## config.mk

```make
export PLATFORM = sky130hd
export DESIGN_NAME = button_adjusted_led_blinker_unit
export DESIGN_NICKNAME = d
export VERILOG_FILES = /design/src/design/baled_pkg.sv /design/src/design/baled_step.sv /design/src/design/button_adjusted_led_blinker_unit.sv
export SDC_FILE = /design/constraint.sdc
export NUM_CORES = 1
export LEC_CHECK = 0
export BUFFER_PORTS_ARGS = -buffer_cell sky130_fd_sc_hd__buf_2
export CAP_MARGIN = 10
export CORE_UTILIZATION = 53
export DETAILED_ROUTE_END_ITERATION = 8
export GPL_TIMING_DRIVEN = 0
export PLACE_DENSITY_LB_ADDON = 0.2
export SLEW_MARGIN = 25
export SYNTH_ARGS = -nofsm -noshare
export SYNTH_HDL_FRONTEND = slang
export SYNTH_HIERARCHICAL = 1
export SYNTH_SLANG_ARGS = --single-unit
```

## constraint.sdc

```tcl
create_clock -name clock -period 12.89 [get_ports clock]
set_clock_uncertainty 0.05 [all_clocks]
set_input_delay 0.6445 -clock clock [delete_from_list [all_inputs] [get_ports clock]]
set_output_delay 0.6445 -clock clock [all_outputs]
set_load 0.005 [all_outputs]
```

## src/design/baled_pkg.sv

```systemverilog
// Shared types, codes and constants of the button-adjusted LED blinker.
package baled_pkg;

   localparam int PERIOD_WIDTH        = 16;
   localparam int COUNT_WIDTH_DEFAULT = 16;
   localparam int SCALE_SHIFT         = 10;
   localparam int REQ_DATA_WIDTH      = 8;
   localparam int RSP_DATA_WIDTH      = 24;

   // Period scale factors in 1/1024 units: about 1.2 and 0.8
   localparam logic [10:0] MUL_UP   = 11'd1229;
   localparam logic [9:0]  MUL_DOWN = 10'd819;

   localparam logic [PERIOD_WIDTH-1:0] START_PERIOD_RESET    = 16'd500;
   localparam logic [PERIOD_WIDTH-1:0] REPEAT_INTERVAL_RESET = 16'd250;
   localparam logic [PERIOD_WIDTH-1:0] MIN_PERIOD_RESET      = 16'd2;
   localparam logic [PERIOD_WIDTH-1:0] MAX_PERIOD_RESET      = 16'd65535;

   typedef enum logic [1:0] {
      REQ_TICK  = 2'd0,
      REQ_UP    = 2'd1,
      REQ_RESET = 2'd2,
      REQ_DOWN  = 2'd3
   } req_kind_type;

   typedef enum logic [1:0] {
      CSR_START_PERIOD    = 2'd0,
      CSR_REPEAT_INTERVAL = 2'd1,
      CSR_MIN_PERIOD      = 2'd2,
      CSR_MAX_PERIOD      = 2'd3
   } csr_index_type;

   typedef struct packed {
      logic [PERIOD_WIDTH-1:0] start_period;
      logic [PERIOD_WIDTH-1:0] repeat_interval;
      logic [PERIOD_WIDTH-1:0] min_period;
      logic [PERIOD_WIDTH-1:0] max_period;
   } csr_type;

   typedef struct packed {
      req_kind_type kind;
      logic         up_held;
      logic         down_held;
   } req_item_type;

   typedef struct packed {
      logic                    led_on;
      logic                    led_changed;
      logic [PERIOD_WIDTH-1:0] current_period;
   } rsp_item_type;

   typedef struct packed {
      logic led;
      logic up_active;
      logic down_active;
   } flags_type;

endpackage

```

## src/design/baled_step.sv

```systemverilog
// Next-state logic of the blinker: blink countdown, repeat countdowns, period scaling and reset to the start period.
module baled_step #(
   parameter int COUNT_WIDTH = baled_pkg::COUNT_WIDTH_DEFAULT
) (
   input  baled_pkg::csr_type                      csr,
   input  baled_pkg::req_item_type                 item,
   input  logic [baled_pkg::PERIOD_WIDTH-1:0]      period_cur,
   input  baled_pkg::flags_type                    flags_cur,
   input  logic [COUNT_WIDTH-1:0]                  blink_cur,
   input  logic [COUNT_WIDTH-1:0]                  up_cnt_cur,
   input  logic [COUNT_WIDTH-1:0]                  down_cnt_cur,
   output logic [baled_pkg::PERIOD_WIDTH-1:0]      period_nxt,
   output baled_pkg::flags_type                    flags_nxt,
   output logic [COUNT_WIDTH-1:0]                  blink_nxt,
   output logic [COUNT_WIDTH-1:0]                  up_cnt_nxt,
   output logic [COUNT_WIDTH-1:0]                  down_cnt_nxt,
   output logic                                    changed
);
   import baled_pkg::*;

   localparam int UP_PROD_W   = PERIOD_WIDTH + $bits(MUL_UP);
   localparam int DOWN_PROD_W = PERIOD_WIDTH + $bits(MUL_DOWN);
   localparam int WIDE_W      = COUNT_WIDTH + PERIOD_WIDTH;

   function automatic logic [PERIOD_WIDTH-1:0] scale_up(
      input logic [PERIOD_WIDTH-1:0] p,
      input logic [PERIOD_WIDTH-1:0] ceiling
   );
      logic [UP_PROD_W-1:0]              prod;
      logic [UP_PROD_W-SCALE_SHIFT-1:0]  q;
      prod = UP_PROD_W'(p) * UP_PROD_W'(MUL_UP);
      q    = prod[UP_PROD_W-1:SCALE_SHIFT];
      scale_up = (q > (UP_PROD_W-SCALE_SHIFT)'(ceiling)) ? ceiling : q[PERIOD_WIDTH-1:0];
   endfunction

   function automatic logic [PERIOD_WIDTH-1:0] scale_down(
      input logic [PERIOD_WIDTH-1:0] p,
      input logic [PERIOD_WIDTH-1:0] floor_val
   );
      logic [DOWN_PROD_W-1:0]             prod;
      logic [DOWN_PROD_W-SCALE_SHIFT-1:0] q;
      prod = DOWN_PROD_W'(p) * DOWN_PROD_W'(MUL_DOWN);
      q    = prod[DOWN_PROD_W-1:SCALE_SHIFT];
      scale_down = (q < (DOWN_PROD_W-SCALE_SHIFT)'(floor_val)) ? floor_val
                                                               : q[PERIOD_WIDTH-1:0];
   endfunction

   logic [WIDE_W-1:0]         half_wide;
   logic [WIDE_W-1:0]         rep_wide;
   logic [COUNT_WIDTH-1:0]    half_fit;
   logic [COUNT_WIDTH-1:0]    rep_fit;
   logic                      is_tick;
   logic                      blink_exp;
   logic                      up_exp;
   logic                      down_exp;
   logic                      up_fire;
   logic                      down_fire;
   logic [PERIOD_WIDTH-1:0]   period_up;
   logic [PERIOD_WIDTH-1:0]   period_after_up;
   logic [PERIOD_WIDTH-1:0]   period_down;

   // Reloads truncate or zero-extend to the counter width
   assign half_wide = {{COUNT_WIDTH{1'b0}}, 1'b0, period_cur[PERIOD_WIDTH-1:1]};
   assign rep_wide  = {{COUNT_WIDTH{1'b0}}, csr.repeat_interval};
   assign half_fit  = half_wide[COUNT_WIDTH-1:0];
   assign rep_fit   = rep_wide[COUNT_WIDTH-1:0];

   assign is_tick   = (item.kind == REQ_TICK);
   assign blink_exp = (blink_cur <= COUNT_WIDTH'(1));
   assign up_exp    = (up_cnt_cur <= COUNT_WIDTH'(1));
   assign down_exp  = (down_cnt_cur <= COUNT_WIDTH'(1));
   assign up_fire   = is_tick && flags_cur.up_active && up_exp && item.up_held;
   assign down_fire = is_tick && flags_cur.down_active && down_exp && item.down_held;

   // Up step comes before down step within one tick
   assign period_up       = scale_up(period_cur, csr.max_period);
   assign period_after_up = up_fire ? period_up : period_cur;
   assign period_down     = scale_down(period_after_up, csr.min_period);

   always_comb begin
      period_nxt   = period_cur;
      flags_nxt    = flags_cur;
      blink_nxt    = blink_cur;
      up_cnt_nxt   = up_cnt_cur;
      down_cnt_nxt = down_cnt_cur;
      changed      = 1'b0;
      unique case (item.kind)
         REQ_TICK: begin
            if (blink_exp) begin
               flags_nxt.led = ~flags_cur.led;
               changed       = 1'b1;
               blink_nxt     = half_fit;
            end else begin
               blink_nxt = blink_cur - COUNT_WIDTH'(1);
            end
            if (flags_cur.up_active) begin
               if (!up_exp) begin
                  up_cnt_nxt = up_cnt_cur - COUNT_WIDTH'(1);
               end else if (item.up_held) begin
                  up_cnt_nxt = rep_fit;
               end else begin
                  flags_nxt.up_active = 1'b0;
               end
            end
            if (flags_cur.down_active) begin
               if (!down_exp) begin
                  down_cnt_nxt = down_cnt_cur - COUNT_WIDTH'(1);
               end else if (item.down_held) begin
                  down_cnt_nxt = rep_fit;
               end else begin
                  flags_nxt.down_active = 1'b0;
               end
            end
            period_nxt = down_fire ? period_down : period_after_up;
         end
         REQ_UP: begin
            up_cnt_nxt          = rep_fit;
            flags_nxt.up_active = 1'b1;
            period_nxt          = period_up;
         end
         REQ_RESET: begin
            period_nxt = csr.start_period;
         end
         REQ_DOWN: begin
            down_cnt_nxt          = rep_fit;
            flags_nxt.down_active = 1'b1;
            period_nxt            = period_down;
         end
         default: begin
            period_nxt = period_cur;
         end
      endcase
   end

endmodule

```

## src/design/button_adjusted_led_blinker_unit.sv

```systemverilog
// Top level of the button-adjusted LED blinker: handshakes, registers and state.
//
// Each request (a tick or a button edge) yields exactly one response carrying the LED
// level, a toggle flag and the blink period after that request. The unit takes one
// request per clock while responses are not stalled: a request waits in the input
// register, the next-state step (countdowns and the two constant-coefficient period
// scalings) runs on it there, and the response is loaded into the output register
// when the step advances.
// A stalled response holds the input register;
// the unit keeps accepting as long as either register can move. Registers are written
// through the csr port, which is always ready; write them only while the unit is idle.
module button_adjusted_led_blinker_unit #(
   parameter int COUNT_WIDTH = baled_pkg::COUNT_WIDTH_DEFAULT
) (
   input  logic                                   clock,
   input  logic                                   reset,
   input  logic                                   req_tvalid,
   output logic                                   req_tready,
   input  logic [baled_pkg::REQ_DATA_WIDTH-1:0]   req_tdata,   // up_held, down_held
   input  logic [1:0]                             req_tuser,   // req_type
   output logic                                   rsp_tvalid,
   input  logic                                   rsp_tready,
   output logic [baled_pkg::RSP_DATA_WIDTH-1:0]   rsp_tdata,   // led_on, led_changed,
                                                               // current_period
   input  logic                                   csr_valid,
   output logic                                   csr_ready,
   input  logic [1:0]                             csr_index,
   input  logic [baled_pkg::PERIOD_WIDTH-1:0]     csr_data
);
   import baled_pkg::*;

   localparam logic [COUNT_WIDTH-1:0] BLINK_RESET = COUNT_WIDTH'(START_PERIOD_RESET >> 1);
   localparam int RSP_PAD = RSP_DATA_WIDTH - $bits(rsp_item_type);

   csr_type                   csr_ff;
   csr_type                   csr_in;
   logic                      in_valid_ff;
   logic                      in_valid_in;
   req_item_type              in_item_ff;
   req_item_type              req_item;
   logic                      rsp_valid_ff;
   logic                      rsp_valid_in;
   rsp_item_type              rsp_item_ff;
   rsp_item_type              rsp_item_in;
   logic [PERIOD_WIDTH-1:0]   period_ff;
   logic [PERIOD_WIDTH-1:0]   period_in;
   flags_type                 flags_ff;
   flags_type                 flags_in;
   logic [COUNT_WIDTH-1:0]    blink_ff;
   logic [COUNT_WIDTH-1:0]    blink_in;
   logic [COUNT_WIDTH-1:0]    up_cnt_ff;
   logic [COUNT_WIDTH-1:0]    up_cnt_in;
   logic [COUNT_WIDTH-1:0]    down_cnt_ff;
   logic [COUNT_WIDTH-1:0]    down_cnt_in;
   logic                      changed;
   logic                      advance;
   logic                      step_go;

   assign req_item.kind      = req_kind_type'(req_tuser);
   assign req_item.up_held   = req_tdata[0];
   assign req_item.down_held = req_tdata[1];

   assign advance    = !rsp_valid_ff || rsp_tready;
   assign step_go    = in_valid_ff && advance;
   assign req_tready = !in_valid_ff || advance;
   assign csr_ready  = 1'b1;

   assign in_valid_in  = req_tready ? req_tvalid : in_valid_ff;
   assign rsp_valid_in = advance ? in_valid_ff : rsp_valid_ff;

   baled_step #(
      .COUNT_WIDTH (COUNT_WIDTH)
   ) u_step (
      .csr          (csr_ff),
      .item         (in_item_ff),
      .period_cur   (period_ff),
      .flags_cur    (flags_ff),
      .blink_cur    (blink_ff),
      .up_cnt_cur   (up_cnt_ff),
      .down_cnt_cur (down_cnt_ff),
      .period_nxt   (period_in),
      .flags_nxt    (flags_in),
      .blink_nxt    (blink_in),
      .up_cnt_nxt   (up_cnt_in),
      .down_cnt_nxt (down_cnt_in),
      .changed      (changed)
   );

   assign rsp_item_in.led_on         = flags_in.led;
   assign rsp_item_in.led_changed    = changed;
   assign rsp_item_in.current_period = period_in;

   always_comb begin
      csr_in = csr_ff;
      if (csr_valid) begin
         unique case (csr_index_type'(csr_index))
            CSR_START_PERIOD:    csr_in.start_period    = csr_data;
            CSR_REPEAT_INTERVAL: csr_in.repeat_interval = csr_data;
            CSR_MIN_PERIOD:      csr_in.min_period      = csr_data;
            CSR_MAX_PERIOD:      csr_in.max_period      = csr_data;
            default:             csr_in = csr_ff;
         endcase
      end
   end

   always_ff @(posedge clock) begin
      if (reset) begin
         csr_ff.start_period    <= START_PERIOD_RESET;
         csr_ff.repeat_interval <= REPEAT_INTERVAL_RESET;
         csr_ff.min_period      <= MIN_PERIOD_RESET;
         csr_ff.max_period      <= MAX_PERIOD_RESET;
         in_valid_ff            <= 1'b0;
         rsp_valid_ff           <= 1'b0;
         period_ff              <= START_PERIOD_RESET;
         flags_ff               <= '0;
         blink_ff               <= BLINK_RESET;
         up_cnt_ff              <= '0;
         down_cnt_ff            <= '0;
      end else begin
         csr_ff       <= csr_in;
         in_valid_ff  <= in_valid_in;
         rsp_valid_ff <= rsp_valid_in;
         if (step_go) begin
            period_ff   <= period_in;
            flags_ff    <= flags_in;
            blink_ff    <= blink_in;
            up_cnt_ff   <= up_cnt_in;
            down_cnt_ff <= down_cnt_in;
         end
      end
   end

   // Payload registers: hold while stalled
   always_ff @(posedge clock) begin
      if (req_tvalid && req_tready) begin
         in_item_ff <= req_item;
      end
      if (step_go) begin
         rsp_item_ff <= rsp_item_in;
      end
   end

   assign rsp_tvalid = rsp_valid_ff;
   assign rsp_tdata  = {{RSP_PAD{1'b0}}, rsp_item_ff.current_period,
                        rsp_item_ff.led_changed, rsp_item_ff.led_on};

   // The reported toggle flag matches the actual LED change
   a_led_toggle: assert property (@(posedge clock) disable iff (reset)
      step_go |=> (flags_ff.led == ($past(flags_ff.led) ^ rsp_item_ff.led_changed)))
      else $error("LED level disagrees with toggle flag");

   // Button edges and reset edges leave the blink countdown and LED alone
   a_edge_no_blink: assert property (@(posedge clock) disable iff (reset)
      (step_go && in_item_ff.kind != REQ_TICK) |=> ($stable(blink_ff) && $stable(flags_ff.led)))
      else $error("blink state moved on a button edge");

   // An up edge arms the up repeat
   a_up_arms: assert property (@(posedge clock) disable iff (reset)
      (step_go && in_item_ff.kind == REQ_UP) |=> flags_ff.up_active)
      else $error("up edge did not arm repeat");

   // The response register shows the period state it was loaded with
   a_rsp_period: assert property (@(posedge clock) disable iff (reset)
      step_go |=> (rsp_item_ff.current_period == period_ff))
      else $error("response period differs from period state");

endmodule

```

==> results by stage <==
Critical path:
- Data on the critical path is required at its endpoint by 13.18 ns.
- For this run, the slowest stage of the critical path takes 0.56 ns.
- The slowest stage of the critical path belongs to the cell sky130_fd_sc_hd__fa_2.
- The endpoint identified for the worst register-to-register timing path is period_ff[5]$_SDFFE_PP1P_.
- The beginning of the critical path is period_ff[6]$_SDFFE_PP1P_.
- The most critical setup path has its endpoint at period_ff[5]$_SDFFE_PP1P_.
- The largest fanout on the critical path is 8.
- The kind of launch point of the worst setup path is a flop.
- The startpoint of the worst register-to-register path is period_ff[6]$_SDFFE_PP1P_.
- The setup path with the least slack is of type reg2reg.
- STA classifies the critical path endpoint as a flop.
- Measured in cells, the most critical reg-to-reg path has a length of 57.
- Across all register-to-register paths, the minimum setup slack is -0.84 ns.
- The data arrival time at the worst-slack endpoint is 14.02 ns.

Finish:
- The fraction of layout cells with a size suffix above 1 is between 10% and 20%.
- In the final layout, the multi-input gates occupy between 10,000 and 15,000 µm².
- The filler cells instantiated in the layout total approximately 2,400.
- From synthesis to final layout, the design area changed by 20.7%.
- The net count of the finished layout is about 2,500.
- The sequential cell area in the final layout is 3380 µm².
- The total inserted antenna cells is 0.

Global routing:
- The number of global-route vias before repair was between 10,000 and 15,000.
- Entering global routing, the biggest net connects 28 pins.
- The initial antenna violation count is 0.
- The global-route wire length before repair is 81.6 mm.
- The overall track demand over capacity in global routing is 34.3%.
- For this run the aggregate overflow at the end of global routing stands at 0.

CTS:
- The number of buffers added by the clock tree synthesis step is 17.
- The tree is rooted in a sky130_fd_sc_hd__clkbuf_16.
- The clock reaches the later pin of the worst-skew pair after around 0.45 ns.
- The clock tree from TritonCTS is done.
- After clock tree synthesis, the clock-pin slew on the worst setup and hold paths is 0.08 ns.
- The maximum count of clock buffers along a single path is 2.
- The number of clock sinks is around 160.
- CTS built an H-tree with a depth of 4.

Place:
- Routability-driven placement finished with a final weighted congestion of a little under 1.
- The number of buffers added on ports is 45.
- Once detailed placement completed, the half-perimeter wirelength came to between 40 and 50 mm.

STA:
- Setup repair after global routing could not meet its margin everywhere.
- The number of slew-limit violations in the final report is 0.
- The peak clock frequency supported by timing is 72.8 MHz.
- The final critical delay including setup and external delays is around 14 ns.
- The transition time of the tightest slew-check pin is between 1 and 1.5 ns.
- The period utilization is 107%.
- The worst slew margin relative to its limit is 9.83%.
- The total negative setup slack is -22.83 ns.
- Setup violations remaining at the end of the flow were counted as 32.
- The smallest setup slack after layout is -0.844 ns.
- The final number of hold-violating endpoints is 0.

Logic synthesis:
- For this run, the register share of the synthesized area comes to about a fifth.
- The post-synthesis average cell area is 8.20 µm².
- The post-synthesis async set-or-reset flop share is 0%.
- Yosys instantiated no cell more often than sky130_fd_sc_hd__inv_1.
- After synthesis, the cell types taking the most area are sky130_fd_sc_hd__dfxtp_1, sky130_fd_sc_hd__ha_1, sky130_fd_sc_hd__fa_1.
- The synthesized instance count is between 1,500 and 2,000.
- The number of warning messages in the yosys log is 6.
- The netlist area before placement is 16,300 µm².
- The cell type with the largest total area after synthesis is sky130_fd_sc_hd__dfxtp_1.
- The flip-flop and latch count after synthesis is between 150 and 200.
- The most instantiated flip-flop cell in the synthesis netlist is sky130_fd_sc_hd__dfxtp_1.
- By count the netlist is led by sky130_fd_sc_hd__inv_1, sky130_fd_sc_hd__ha_1, sky130_fd_sc_hd__nand2_1, sky130_fd_sc_hd__a21oi_1, sky130_fd_sc_hd__dfxtp_1.
- In this run, distinct cell masters in the synthesized netlist total 83.
- Counting flops with a built-in enable in the synthesized netlist gives 22.
- The top-area cell type share of the netlist area is roughly 16%.

Worst hold path:
- The kind of path behind the tightest hold check is in2reg.

Flow run:
- Across the run, the number of max-cap violations was 0.

Die:
- The die outline area is approximately 31,000 µm².
- The die width is 177 µm.
- The core footprint is about 30,000 µm².
- The number of rows created at floorplan is 63.
- The die outline height is between 150 and 200 µm.
- The count of boundary I/O pins is 60.
- Once the floorplan was initialized, standard cells occupied between 50% and 60% of the core.

Drt:
- The first-pass iteration count of the detailed router is 6.
- In this run the remaining antenna-violating nets after routing total 0.
- The total wirelength of the detailed-routed design is roughly 55 mm.
- Dividing the detail-routed wire length by the instance count gives approximately 22 µm.
- The via density per instance is 6.13.
- For this block, the initial DRC count from the detailed router was 1,616.
- The via count is about 16,000.
- The number of DRC violations after detailed routing is 0.

Outcome:
- The flow ran to the end, but the final reports show violations.
- The final reports fail on negative setup slack.
state kept, by name, indices dropped and copies added (netlist names):
register and cells:
blink_ff 16, csr_ff 64, down_cnt_ff 16, flags_ff 3, in_item_ff 4, in_valid_ff 1
period_ff 16, rsp_tdata 18, rsp_tvalid 1, up_cnt_ff 16
routing by layer:
metal	vias up	share of wire, %	GRT usage (%)
met2	892	44	52.7
met5	-	0	0
met3	192	9.3	7.30
met4	0	4.4	14.2
li1	7192	-	-
met1	7427	42	46.4
cell usage in the layout (no fill, tap or decap), drive strengths merged, types with 16 or more instances in the layout:
master	n
a21o	18
a21oi	164
a221o	16
a22oi	27
buf	194
clkbuf	71
dfxtp	133
edfxtp	22
fa	88
ha	209
inv	245
mux2i	82
nand2	184
nand2b	119
nand3	27
nor2	131
nor3	62
o21ai	105
xnor2	23
xor2	20
through the flow:
stage	util, %	hold WS [ns]	worst slack [ns]	cell area [µm²]	cells
after detailed placement	57.2	0.399	-2.61	17100	2423
after global placement	57.2	0.394	-2.52	17100	2423
final	65.7	0.325	-0.844	19600	2560
after CTS	62.7	0.315	-0.693	18700	2514
after global routing	65.7	0.312	-1.22	19600	2560
after floorplan	-	0.386	0.00196	16400	1988
worst max-delay path: cells and delay by family (launching register included):
family,cells,cell delay [ns]
simple gates,11,1.63
mux,3,0.47
flops,1,0.38
xor+xnor,2,0.30
compound gates,16,4.00
buf+inv,11,1.36
fa+ha+maj,14,5.38
how the worst min path moves through the flow:
stage                                    to                    start  depth (start not counted)  slack (ns)
floorplan           csr_ff[19]$_SDFFE_PP0P_  csr_ff[19]$_SDFFE_PP0P_                          2        0.39
global placement    csr_ff[61]$_SDFFE_PP0P_  csr_ff[61]$_SDFFE_PP0P_                          2        0.39
detailed placement  csr_ff[61]$_SDFFE_PP0P_  csr_ff[61]$_SDFFE_PP0P_                          2        0.40
CTS                 in_item_ff[2]$_DFFE_PP_             req_tuser[0]                          1        0.31
global route        in_item_ff[2]$_DFFE_PP_             req_tuser[0]                          1        0.31
finish              in_item_ff[2]$_DFFE_PP_             req_tuser[0]                          1        0.33
cell type report:
cell class,count,share of cell area [%]
flip-flops and latches,155,17.2
clock inverters,15,0.976
repair buffers,152,5.67
multi-input cells,1499,64.3
plain buffers,96,2.69
inverters,236,4.51
clock buffers,17,2.17
well taps,390,2.49
cells by family after synthesis:
family | Yosys count | synth area share, %
xor gates and xnor gates | 43 | 2.32
buffers and inverters | 334 | 8.57
muxes | 88 | 5.64
AOI/OAI and AO/OA | 452 | 17.7
and+or+nand+nor | 612 | 18.4
other | 2 | 0.0462
DFF | 155 | 20.4
adders and majority gates | 297 | 26.9
repair_timing:
item | CTS | global route
endpoints found under the hold margin | 0 | 0
pin swaps | 50 | 80
hold buffers | 0 | 0
setup endpoints to repair | 32 | 32
resized for setup | 123 | 98
setup buffers | 60 | 48
Power is not shown: default switching activity piles up to over one toggle a cycle in this logic, so the estimate is an artifact.
